### src/rtl/slrwl_pkg.sv
// Shared types and constants of the scanline register write list.
// Used by the channel interfaces, the core and its checker; depends on nothing.
`default_nettype none

package slrwl_pkg;

  localparam int EntriesPerBank = 4;
  localparam int OpW            = 2;
  localparam int LineW          = 8;
  localparam int AddrW          = 32;
  localparam int DataW          = 16;

  // Line code that never matches a display line.
  localparam logic [LineW-1:0] LineDisabled = 8'hff;

  typedef enum logic [OpW-1:0] {
    OpEvent  = 2'd0,
    OpInsert = 2'd1,
    OpSwap   = 2'd2
  } op_e;

  typedef struct packed {
    logic [OpW-1:0]   operation;
    logic [LineW-1:0] line;
    logic [AddrW-1:0] target_address;
    logic [DataW-1:0] write_value;
  } in_t;

  typedef struct packed {
    logic             write_valid;
    logic [AddrW-1:0] write_address;
    logic [DataW-1:0] write_data;
    logic [LineW-1:0] compare_line;
    logic             last;
  } out_t;

endpackage

`default_nettype wire

### src/rtl/slrwl_if.sv
// Valid/ready channel interfaces for the input items and the result beats.
// Depends on slrwl_pkg for the payload structs.
`default_nettype none

interface slrwl_in_if;
  logic            valid;
  logic            ready;
  slrwl_pkg::in_t  data;

  modport source (output valid, output data, input ready);
  modport sink   (input valid, input data, output ready);
endinterface

interface slrwl_out_if;
  logic            valid;
  logic            ready;
  slrwl_pkg::out_t data;

  modport source (output valid, output data, input ready);
  modport sink   (input valid, input data, output ready);
endinterface

`default_nettype wire

### src/rtl/scanline_register_write_list_core.sv
// Latency: the first result beat is valid the cycle after its item is accepted.
// Throughput: an insert gives one beat, a line event one beat per matching entry
// (up to ENTRIES_PER_BANK), one per cycle while out_o.ready is high; the next item is
// taken with the last beat. Swaps, full-bank inserts and unmatched events give none.
// Reset (async, active low): bank 0 active, both banks empty, all lines 0xff;
// ready is high at once, also while reset is held; no clearing sweep.
`default_nettype none

module scanline_register_write_list_core #(
  parameter int ENTRIES_PER_BANK = slrwl_pkg::EntriesPerBank
) (
  input  wire          clk_i,
  input  wire          rst_ni,
  slrwl_in_if.sink     in_i,
  slrwl_out_if.source  out_o
);

  localparam int N     = ENTRIES_PER_BANK;
  localparam int IdxW  = (N > 1) ? $clog2(N) : 1;
  localparam int FillW = $clog2(N + 1);

  // Entry stores, one row per bank. Lines reset to disabled; address and value
  // are only read once written.
  logic [slrwl_pkg::LineW-1:0] entry_line_q [2][N];
  logic [slrwl_pkg::LineW-1:0] entry_line_d [2][N];
  logic [slrwl_pkg::AddrW-1:0] entry_addr_q [2][N];
  logic [slrwl_pkg::AddrW-1:0] entry_addr_d [2][N];
  logic [slrwl_pkg::DataW-1:0] entry_val_q  [2][N];
  logic [slrwl_pkg::DataW-1:0] entry_val_d  [2][N];
  logic [FillW-1:0]            fill_q       [2];
  logic [FillW-1:0]            fill_d       [2];
  logic                        act_q, act_d;

  // Result register and the matches still to be sent for the current event.
  logic                        res_valid_q, res_valid_d;
  logic [N-1:0]                pend_q, pend_d;
  slrwl_pkg::out_t             res_q, res_d;

  logic                        back;
  logic                        in_ready;
  logic                        take;
  logic                        adv;
  logic [N-1:0]                ev_mask;
  logic [N-1:0]                sel_mask;
  logic [N-1:0]                rest;
  logic [IdxW-1:0]             sel_idx;
  logic [IdxW-1:0]             nx_idx;
  logic [IdxW-1:0]             ins_idx;
  logic                        load_entry;
  logic                        load_ins;

  always_comb begin
    back     = ~act_q;
    // Take a new item when the result register is free or sends its last beat.
    in_ready = !res_valid_q || (out_o.ready && res_q.last);
    take     = in_i.valid && in_ready;
    adv      = res_valid_q && out_o.ready;

    // Compare the event line against every active entry; disabled never matches.
    for (int i = 0; i < N; i++) begin
      ev_mask[i] = (entry_line_q[act_q][i] != slrwl_pkg::LineDisabled) &&
                   (entry_line_q[act_q][i] == in_i.data.line);
    end

    // Pick the lowest pending match, from a new event or from what is left.
    sel_mask = (take && (in_i.data.operation == slrwl_pkg::OpEvent)) ? ev_mask : pend_q;
    sel_idx  = '0;
    for (int i = N - 1; i >= 0; i--) begin
      if (sel_mask[i]) begin
        sel_idx = IdxW'(i);
      end
    end
    for (int i = 0; i < N; i++) begin
      rest[i] = sel_mask[i] && (IdxW'(i) != sel_idx);
    end
    // Line compare moves to the following entry, wrapping to the first.
    nx_idx  = (sel_idx == IdxW'(N - 1)) ? '0 : sel_idx + IdxW'(1);
    ins_idx = fill_q[back][IdxW-1:0];

    entry_line_d = entry_line_q;
    entry_addr_d = entry_addr_q;
    entry_val_d  = entry_val_q;
    fill_d       = fill_q;
    act_d        = act_q;
    res_valid_d  = res_valid_q;
    pend_d       = pend_q;
    load_entry   = 1'b0;
    load_ins     = 1'b0;

    // Drop the result once its last beat leaves.
    if (adv && res_q.last) begin
      res_valid_d = 1'b0;
    end

    if (take) begin
      case (in_i.data.operation)
        slrwl_pkg::OpEvent: begin
          if (|ev_mask) begin
            res_valid_d = 1'b1;
            load_entry  = 1'b1;
            pend_d      = rest;
          end
        end
        slrwl_pkg::OpInsert: begin
          // Append to the back bank; ignore once it is full.
          if (fill_q[back] < FillW'(N)) begin
            entry_line_d[back][ins_idx] = in_i.data.line;
            entry_addr_d[back][ins_idx] = in_i.data.target_address;
            entry_val_d[back][ins_idx]  = in_i.data.write_value;
            fill_d[back]                = fill_q[back] + FillW'(1);
            res_valid_d                 = 1'b1;
            load_ins                    = 1'b1;
            pend_d                      = '0;
          end
        end
        slrwl_pkg::OpSwap: begin
          // Disable and empty the active bank, then flip banks.
          for (int i = 0; i < N; i++) begin
            entry_line_d[act_q][i] = slrwl_pkg::LineDisabled;
          end
          fill_d[act_q] = '0;
          act_d         = back;
        end
        default: begin
        end
      endcase
    end else if (adv && !res_q.last) begin
      // Advance to the next matching entry of the same event.
      load_entry = 1'b1;
      pend_d     = rest;
    end

    res_d = res_q;
    if (load_entry) begin
      res_d.write_valid   = 1'b1;
      res_d.write_address = entry_addr_q[act_q][sel_idx];
      res_d.write_data    = entry_val_q[act_q][sel_idx];
      res_d.compare_line  = entry_line_q[act_q][nx_idx];
      res_d.last          = !(|rest);
    end else if (load_ins) begin
      res_d.write_valid   = 1'b0;
      res_d.write_address = '0;
      res_d.write_data    = '0;
      res_d.compare_line  = in_i.data.line;
      res_d.last          = 1'b1;
    end
  end

  always_ff @(posedge clk_i or negedge rst_ni) begin
    if (!rst_ni) begin
      for (int b = 0; b < 2; b++) begin
        for (int i = 0; i < N; i++) begin
          entry_line_q[b][i] <= slrwl_pkg::LineDisabled;
        end
        fill_q[b] <= '0;
      end
      act_q       <= 1'b0;
      res_valid_q <= 1'b0;
      pend_q      <= '0;
    end else begin
      entry_line_q <= entry_line_d;
      fill_q       <= fill_d;
      act_q        <= act_d;
      res_valid_q  <= res_valid_d;
      pend_q       <= pend_d;
    end
  end

  // Payload storage, no reset.
  always_ff @(posedge clk_i) begin
    entry_addr_q <= entry_addr_d;
    entry_val_q  <= entry_val_d;
    res_q        <= res_d;
  end

  assign in_i.ready  = in_ready;
  assign out_o.valid = res_valid_q;
  assign out_o.data  = res_q;

endmodule

`default_nettype wire

### src/flat_wrapper.sv
// flat-port wrapper written by rule: the top's interface ports become plain ports
module scanline_register_write_list_core_flat 
#(
  parameter int ENTRIES_PER_BANK = slrwl_pkg::EntriesPerBank
)
  (clk_i, rst_ni, in_i_valid, in_i_data, in_i_ready, out_o_valid, out_o_data, out_o_ready);
  slrwl_in_if in_i_i ();
  slrwl_out_if out_o_i ();
  input  wire clk_i;
  input  wire rst_ni;
  input wire logic [$bits(in_i_i.valid)-1:0] in_i_valid;
  input wire logic [$bits(in_i_i.data)-1:0] in_i_data;
  output wire logic [$bits(in_i_i.ready)-1:0] in_i_ready;
  output wire logic [$bits(out_o_i.valid)-1:0] out_o_valid;
  output wire logic [$bits(out_o_i.data)-1:0] out_o_data;
  input wire logic [$bits(out_o_i.ready)-1:0] out_o_ready;
  assign in_i_i.valid = in_i_valid;
  assign in_i_i.data = in_i_data;
  assign in_i_ready = in_i_i.ready;
  assign out_o_valid = out_o_i.valid;
  assign out_o_data = out_o_i.data;
  assign out_o_i.ready = out_o_ready;
  scanline_register_write_list_core #(.ENTRIES_PER_BANK(ENTRIES_PER_BANK)) u_core (.clk_i(clk_i), .rst_ni(rst_ni), .in_i(in_i_i), .out_o(out_o_i));
endmodule
### config.mk
export PLATFORM = sky130hd
export DESIGN_NAME = scanline_register_write_list_core_flat
export DESIGN_NICKNAME = d
export VERILOG_FILES = /design/src/rtl/slrwl_pkg.sv /design/src/rtl/slrwl_if.sv /design/src/rtl/scanline_register_write_list_core.sv /design/src/flat_wrapper.sv
export SDC_FILE = /design/constraint.sdc
export NUM_CORES = 1
export LEC_CHECK = 0
export BUFFER_PORTS_ARGS = -buffer_cell sky130_fd_sc_hd__buf_4
export CORE_UTILIZATION = 65
export DETAILED_ROUTE_END_ITERATION = 10
export PLACE_DENSITY = 0.84
export SLEW_MARGIN = 15
export SYNTH_ARGS = -nofsm -noshare
export SYNTH_HDL_FRONTEND = slang
export SYNTH_SLANG_ARGS = --single-unit
### constraint.sdc
create_clock -name clk_i -period 7 [get_ports clk_i]
set_input_delay 1.05 -clock clk_i [delete_from_list [all_inputs] [get_ports clk_i]]
set_output_delay 1.05 -clock clk_i [all_outputs]
set_load 0.05 [all_outputs]
==> summary.txt <==
Synthesis
  – Post-synthesis register bit count: 518
  – Cell area after synthesis: 21770 µm²
  – Post-synthesis area per instance: 15.00 µm²
  – Number of instances in the synthesized netlist: 1452
  – Main synth FF type: sky130_fd_sc_hd__edfxtp_1
  – Adder and majority cell fraction of the synthesized area: 0.4022%
  – Main combinational cell family by area after synthesis: multiplexers
  – Number of enable-type register cells in the synthesized netlist: 441
  – Compound-cell area share of the yosys netlist: 6.033%
  – Share of cell area taken by muxes after synthesis: 13.45%
  – Simple-gate share of the synthesized area: 6.309%
  – Async set or reset register ratio after synthesis: 14.67%
  – Number of distinct library cells after synthesis: 59
  – Yosys Warn Count: 0
  – Parity-gate share of the synthesized area counting xor and xnor cells: 1.408%
  – Post-Synthesis Net Count: 1521
  – Register area share after synthesis: 70.01%

Worst setup path
  – Kind of capture point of the worst setup path: flop
  – Number of cells on the critical path: 12
  – Worst-path fanout max: 112
  – Required time of the critical path: 7310 ps
  – Crit path cell chain: buf_4 > mux2i_1 > xnor2_1 > nor4_1 > nand3_1 > o21a_1 > o311ai_4 > buf_4 > buf_12 > mux2i_1 > nand2_1 > a32o_1
  – Launch point of the worst path: u_core.act_q
  – Setup CP Type: reg2reg
  – Crit path DAT: 5790 ps
  – Worst path top cell family by delay: buffers and inverters
  – CP startpoint kind: flop
  – Largest stage delay on the critical path: 1030 ps
  – Worst reg2reg startpoint: u_core.act_q
  – Buf/Inv on CP: 3
  – Register-to-Register Path Depth: 12
  – CP max stage cell: sky130_fd_sc_hd__dfrtp_2

STA
  – Fmax: 0.1823 GHz
  – Number of max-slew violations in the final report: 0
  – Max-slew headroom at the worst pin: 20.44%
  – Final worst path period need: 5484 ps
  – Setup repair after global routing missed its margin: no
  – Worst-margin pin slew: 1189 ps
  – Setup violation total in the final timing report: 0
  – Final period util: 78.35%
  – Setup TNS: 0 ps
  – Final hold violation count: 0
  – Maximum clock skew at final layout: 26.82 ps

Placed design
  – DP HPWL: 26480 µm
  – Placer congestion estimate: 0.9719
  – Area after DPL: 22980 µm²
  – Port Buffers: 121

Global routing
  – Pin count of the biggest net entering global routing: 113
  – Number of antenna violations at the first check in global routing: 0
  – Number of global-route vias before repair: 12394
  – Most Crowded Layer GR: met2
  – Grt met1 use: 38.40%
  – First-pass GRT wire length: 71570 µm
  – Remaining global-route overflow: 0
  – GRT Overall Usage: 28.21%
  – Met2 routing resource usage after global routing: 47.49%
  – Met3 track utilization from global routing: 4.188%

Die
  – Die area: 34240 µm²
  – Number of placed I/O pins: 122
  – Core footprint: 32780 µm²
  – Initial core utilization: 66.42%
  – Horizontal die dimension: 185.0 µm
  – Height of the chip: 185.0 µm
  – Number of core rows: 66

Cells and area
  – Most common cell after layout, fill and taps aside: sky130_fd_sc_hd__edfxtp_1
  – Leading cell types in the layout, fill and taps excluded: 441 x sky130_fd_sc_hd__edfxtp_1, 278 x sky130_fd_sc_hd__mux2i_1, 141 x sky130_fd_sc_hd__buf_4
  – Inserted Diodes: 0
  – Nets: 1630
  – Share of cells above drive strength 1: 18.72%
  – Area of all placed cells without fillers: 24520 µm²
  – Synth-to-layout area growth: 12.59%
  – Count of filler cells inserted in the layout: 1944

Clocking
  – Post-CTS Repair Setup Buffers: 0
  – CTS tree: done
  – Clock insertion delay at the later pin of the skew report: 590 ps
  – Clock tree root buffer cell: sky130_fd_sc_hd__clkbuf_16
  – Total CTS buffers: 49
  – Clock tree buffer depth: 3
  – PostCTS Resize Cnt: 0
  – Number of sinks handled by clock tree synthesis: 518
  – Worst-path clk slew: 60 ps
  – Hold buffers post-CTS: 0
  – CTS HTree Levels: 2

Status
  – Status: complete, no violations

Power
  – Internal cell power: 5.492 mW
  – Power per cell area: 301.8 nW/µm²
  – Static Leak: 9.750 nW
  – Part of the power in the clock network: 34.1%
  – Share of power burned in combinational logic: 13.8%
  – Switching portion of total power: 25.77%
  – Worst vdd rail ir drop: 0.0002180 V
  – P_sw: 1.907 mW
  – Sequential fraction of design power: 52.1%

Detailed routing
  – Number of routed nets with antenna violations: 0
  – Aggregate routed wire length: 48050 µm
  – DRT iter0 DRCs: 1035
  – DRC violations left: 0
  – Number of search-and-repair iterations in the first detailed-routing pass: 7
  – Via density per instance: 6.215
  – Detail-routed net length per standard cell: 23.56 µm
  – Total via count after detailed routing: 12673

Min path
  – Hold Path Stages: 2
  – Hold Startpoint: u_core.out_o.data[57]
  – Hold Crit Class: reg2reg

Job
  – Maxcap violations: 0
==> path summary, 6_finish.rpt <==
path	slack, ps	to
worst max-delay path	1520	u_core.out_o.data[14]
worst min-delay path	440	u_core.out_o.data[57]
worst max register to register	1520	u_core.out_o.data[14]
worst min register to register	440	u_core.out_o.data[57]
max in group asynchronous	5710	u_core.act_q
min in group asynchronous	640	u_core.pend_q[2]
==> cells in the mapped netlist (4+ instances only) <==
master | n | area [µm²]
sky130_fd_sc_hd__a21oi_1 | 60 | 300.3
sky130_fd_sc_hd__a221oi_1 | 5 | 43.79
sky130_fd_sc_hd__a32o_1 | 48 | 480.5
sky130_fd_sc_hd__and3_1 | 6 | 37.54
sky130_fd_sc_hd__buf_2 | 22 | 110.1
sky130_fd_sc_hd__buf_4 | 19 | 142.6
sky130_fd_sc_hd__buf_6 | 4 | 45.04
sky130_fd_sc_hd__clkbuf_1 | 35 | 131.4
sky130_fd_sc_hd__dfrtp_1 | 12 | 300.3
sky130_fd_sc_hd__dfstp_2 | 64 | 1682
sky130_fd_sc_hd__edfxtp_1 | 441 | 13240
sky130_fd_sc_hd__ha_1 | 7 | 87.58
sky130_fd_sc_hd__inv_1 | 15 | 56.30
sky130_fd_sc_hd__mux2i_1 | 278 | 2783
sky130_fd_sc_hd__mux4_2 | 5 | 112.6
sky130_fd_sc_hd__nand2_1 | 130 | 488.0
sky130_fd_sc_hd__nand2b_1 | 10 | 62.56
sky130_fd_sc_hd__nand3_1 | 14 | 70.07
sky130_fd_sc_hd__nand4_1 | 5 | 31.28
sky130_fd_sc_hd__nor2_1 | 114 | 427.9
sky130_fd_sc_hd__nor2b_1 | 5 | 31.28
sky130_fd_sc_hd__nor3_1 | 9 | 45.04
sky130_fd_sc_hd__nor4_1 | 8 | 50.05
sky130_fd_sc_hd__o21ai_0 | 49 | 245.2
sky130_fd_sc_hd__o221ai_1 | 4 | 35.03
sky130_fd_sc_hd__xnor2_1 | 28 | 245.2
sky130_fd_sc_hd__xor2_1 | 7 | 61.31
==> registers in the layout, indices dropped and copies added (netlist names) <==
register / flops
u_core.fill_q: 6
u_core.entry_val_q: 128
u_core.entry_addr_q: 256
u_core.out_o.data: 58
u_core.pend_q: 4
u_core.entry_line_q: 64
u_core.act_q: 1
u_core.out_o.valid: 1
==> power groups by stage <==
stage	clock network [mW]	logic, mW	registers (mW)
after global routing	2.66	1.11	3.87
after global placement	0	0.982	3.90
after CTS	2.55	1.01	3.85
after floorplan	0	0.730	3.86
after detailed placement	0	1.00	3.91
final	2.52	1.02	3.85
==> layer usage <==
metal  routed length [µm]  vias up
li1                     -     5693
met5                    0        -
met1                19650     6343
met3                 3373       92
met2                23930      545
met4                 1097        0
==> layout make-up <==
| cell class | count | area (µm²) | area share, % |
|---|---|---|---|
| sequential | 518 | 15250 | 62.19 |
| timing repair buffer | 142 | 1079 | 4.399 |
| clock inverter | 18 | 196.4 | 0.8013 |
| clock buffer | 69 | 1341 | 5.471 |
| tap | 442 | 553.0 | 2.256 |
| inverter | 17 | 65.06 | 0.2654 |
| multi-input combinational | 833 | 6036 | 24.62 |
==> per-stage QoR <==
step	hold slack [ps]	power, mW	util (%)	setup slack (ps)	std cells
after floorplan	443.1	4.593	-	2305	1452
after global placement	435.3	4.881	70.09	1699	1952
after detailed placement	438.6	4.907	70.09	1639	1952
after CTS	447.6	7.410	74.78	1624	2039
after global routing	482.4	7.640	74.78	1315	2039
final	444.2	7.399	74.78	1516	2039
==> kinds of logic (layout without fill, tap and decap cells) <==
| logic type | Yosys count | in the layout |
|---|---|---|
| DFF | 518 | 518 |
| muxes | 286 | 286 |
| buffers and inverters | 101 | 246 |
| AOI/OAI and AO/OA | 188 | 188 |
| and+or+nand+nor | 317 | 317 |
| adders and majority gates | 7 | 7 |
| xor gates and xnor gates | 35 | 35 |
==> worst register-to-register path, cell delays in order (launching register included) <==
cell and delay [ps]:
sky130_fd_sc_hd__dfrtp_2 1030, sky130_fd_sc_hd__buf_4 460, sky130_fd_sc_hd__mux2i_1 260, sky130_fd_sc_hd__xnor2_1 80, sky130_fd_sc_hd__nor4_1 460, sky130_fd_sc_hd__nand3_1 220, sky130_fd_sc_hd__o21a_1 410, sky130_fd_sc_hd__o311ai_4 170
sky130_fd_sc_hd__buf_4 650, sky130_fd_sc_hd__buf_12 710, sky130_fd_sc_hd__mux2i_1 400, sky130_fd_sc_hd__nand2_1 80, sky130_fd_sc_hd__a32o_1 300
Power figures use the tool's default switching activity.
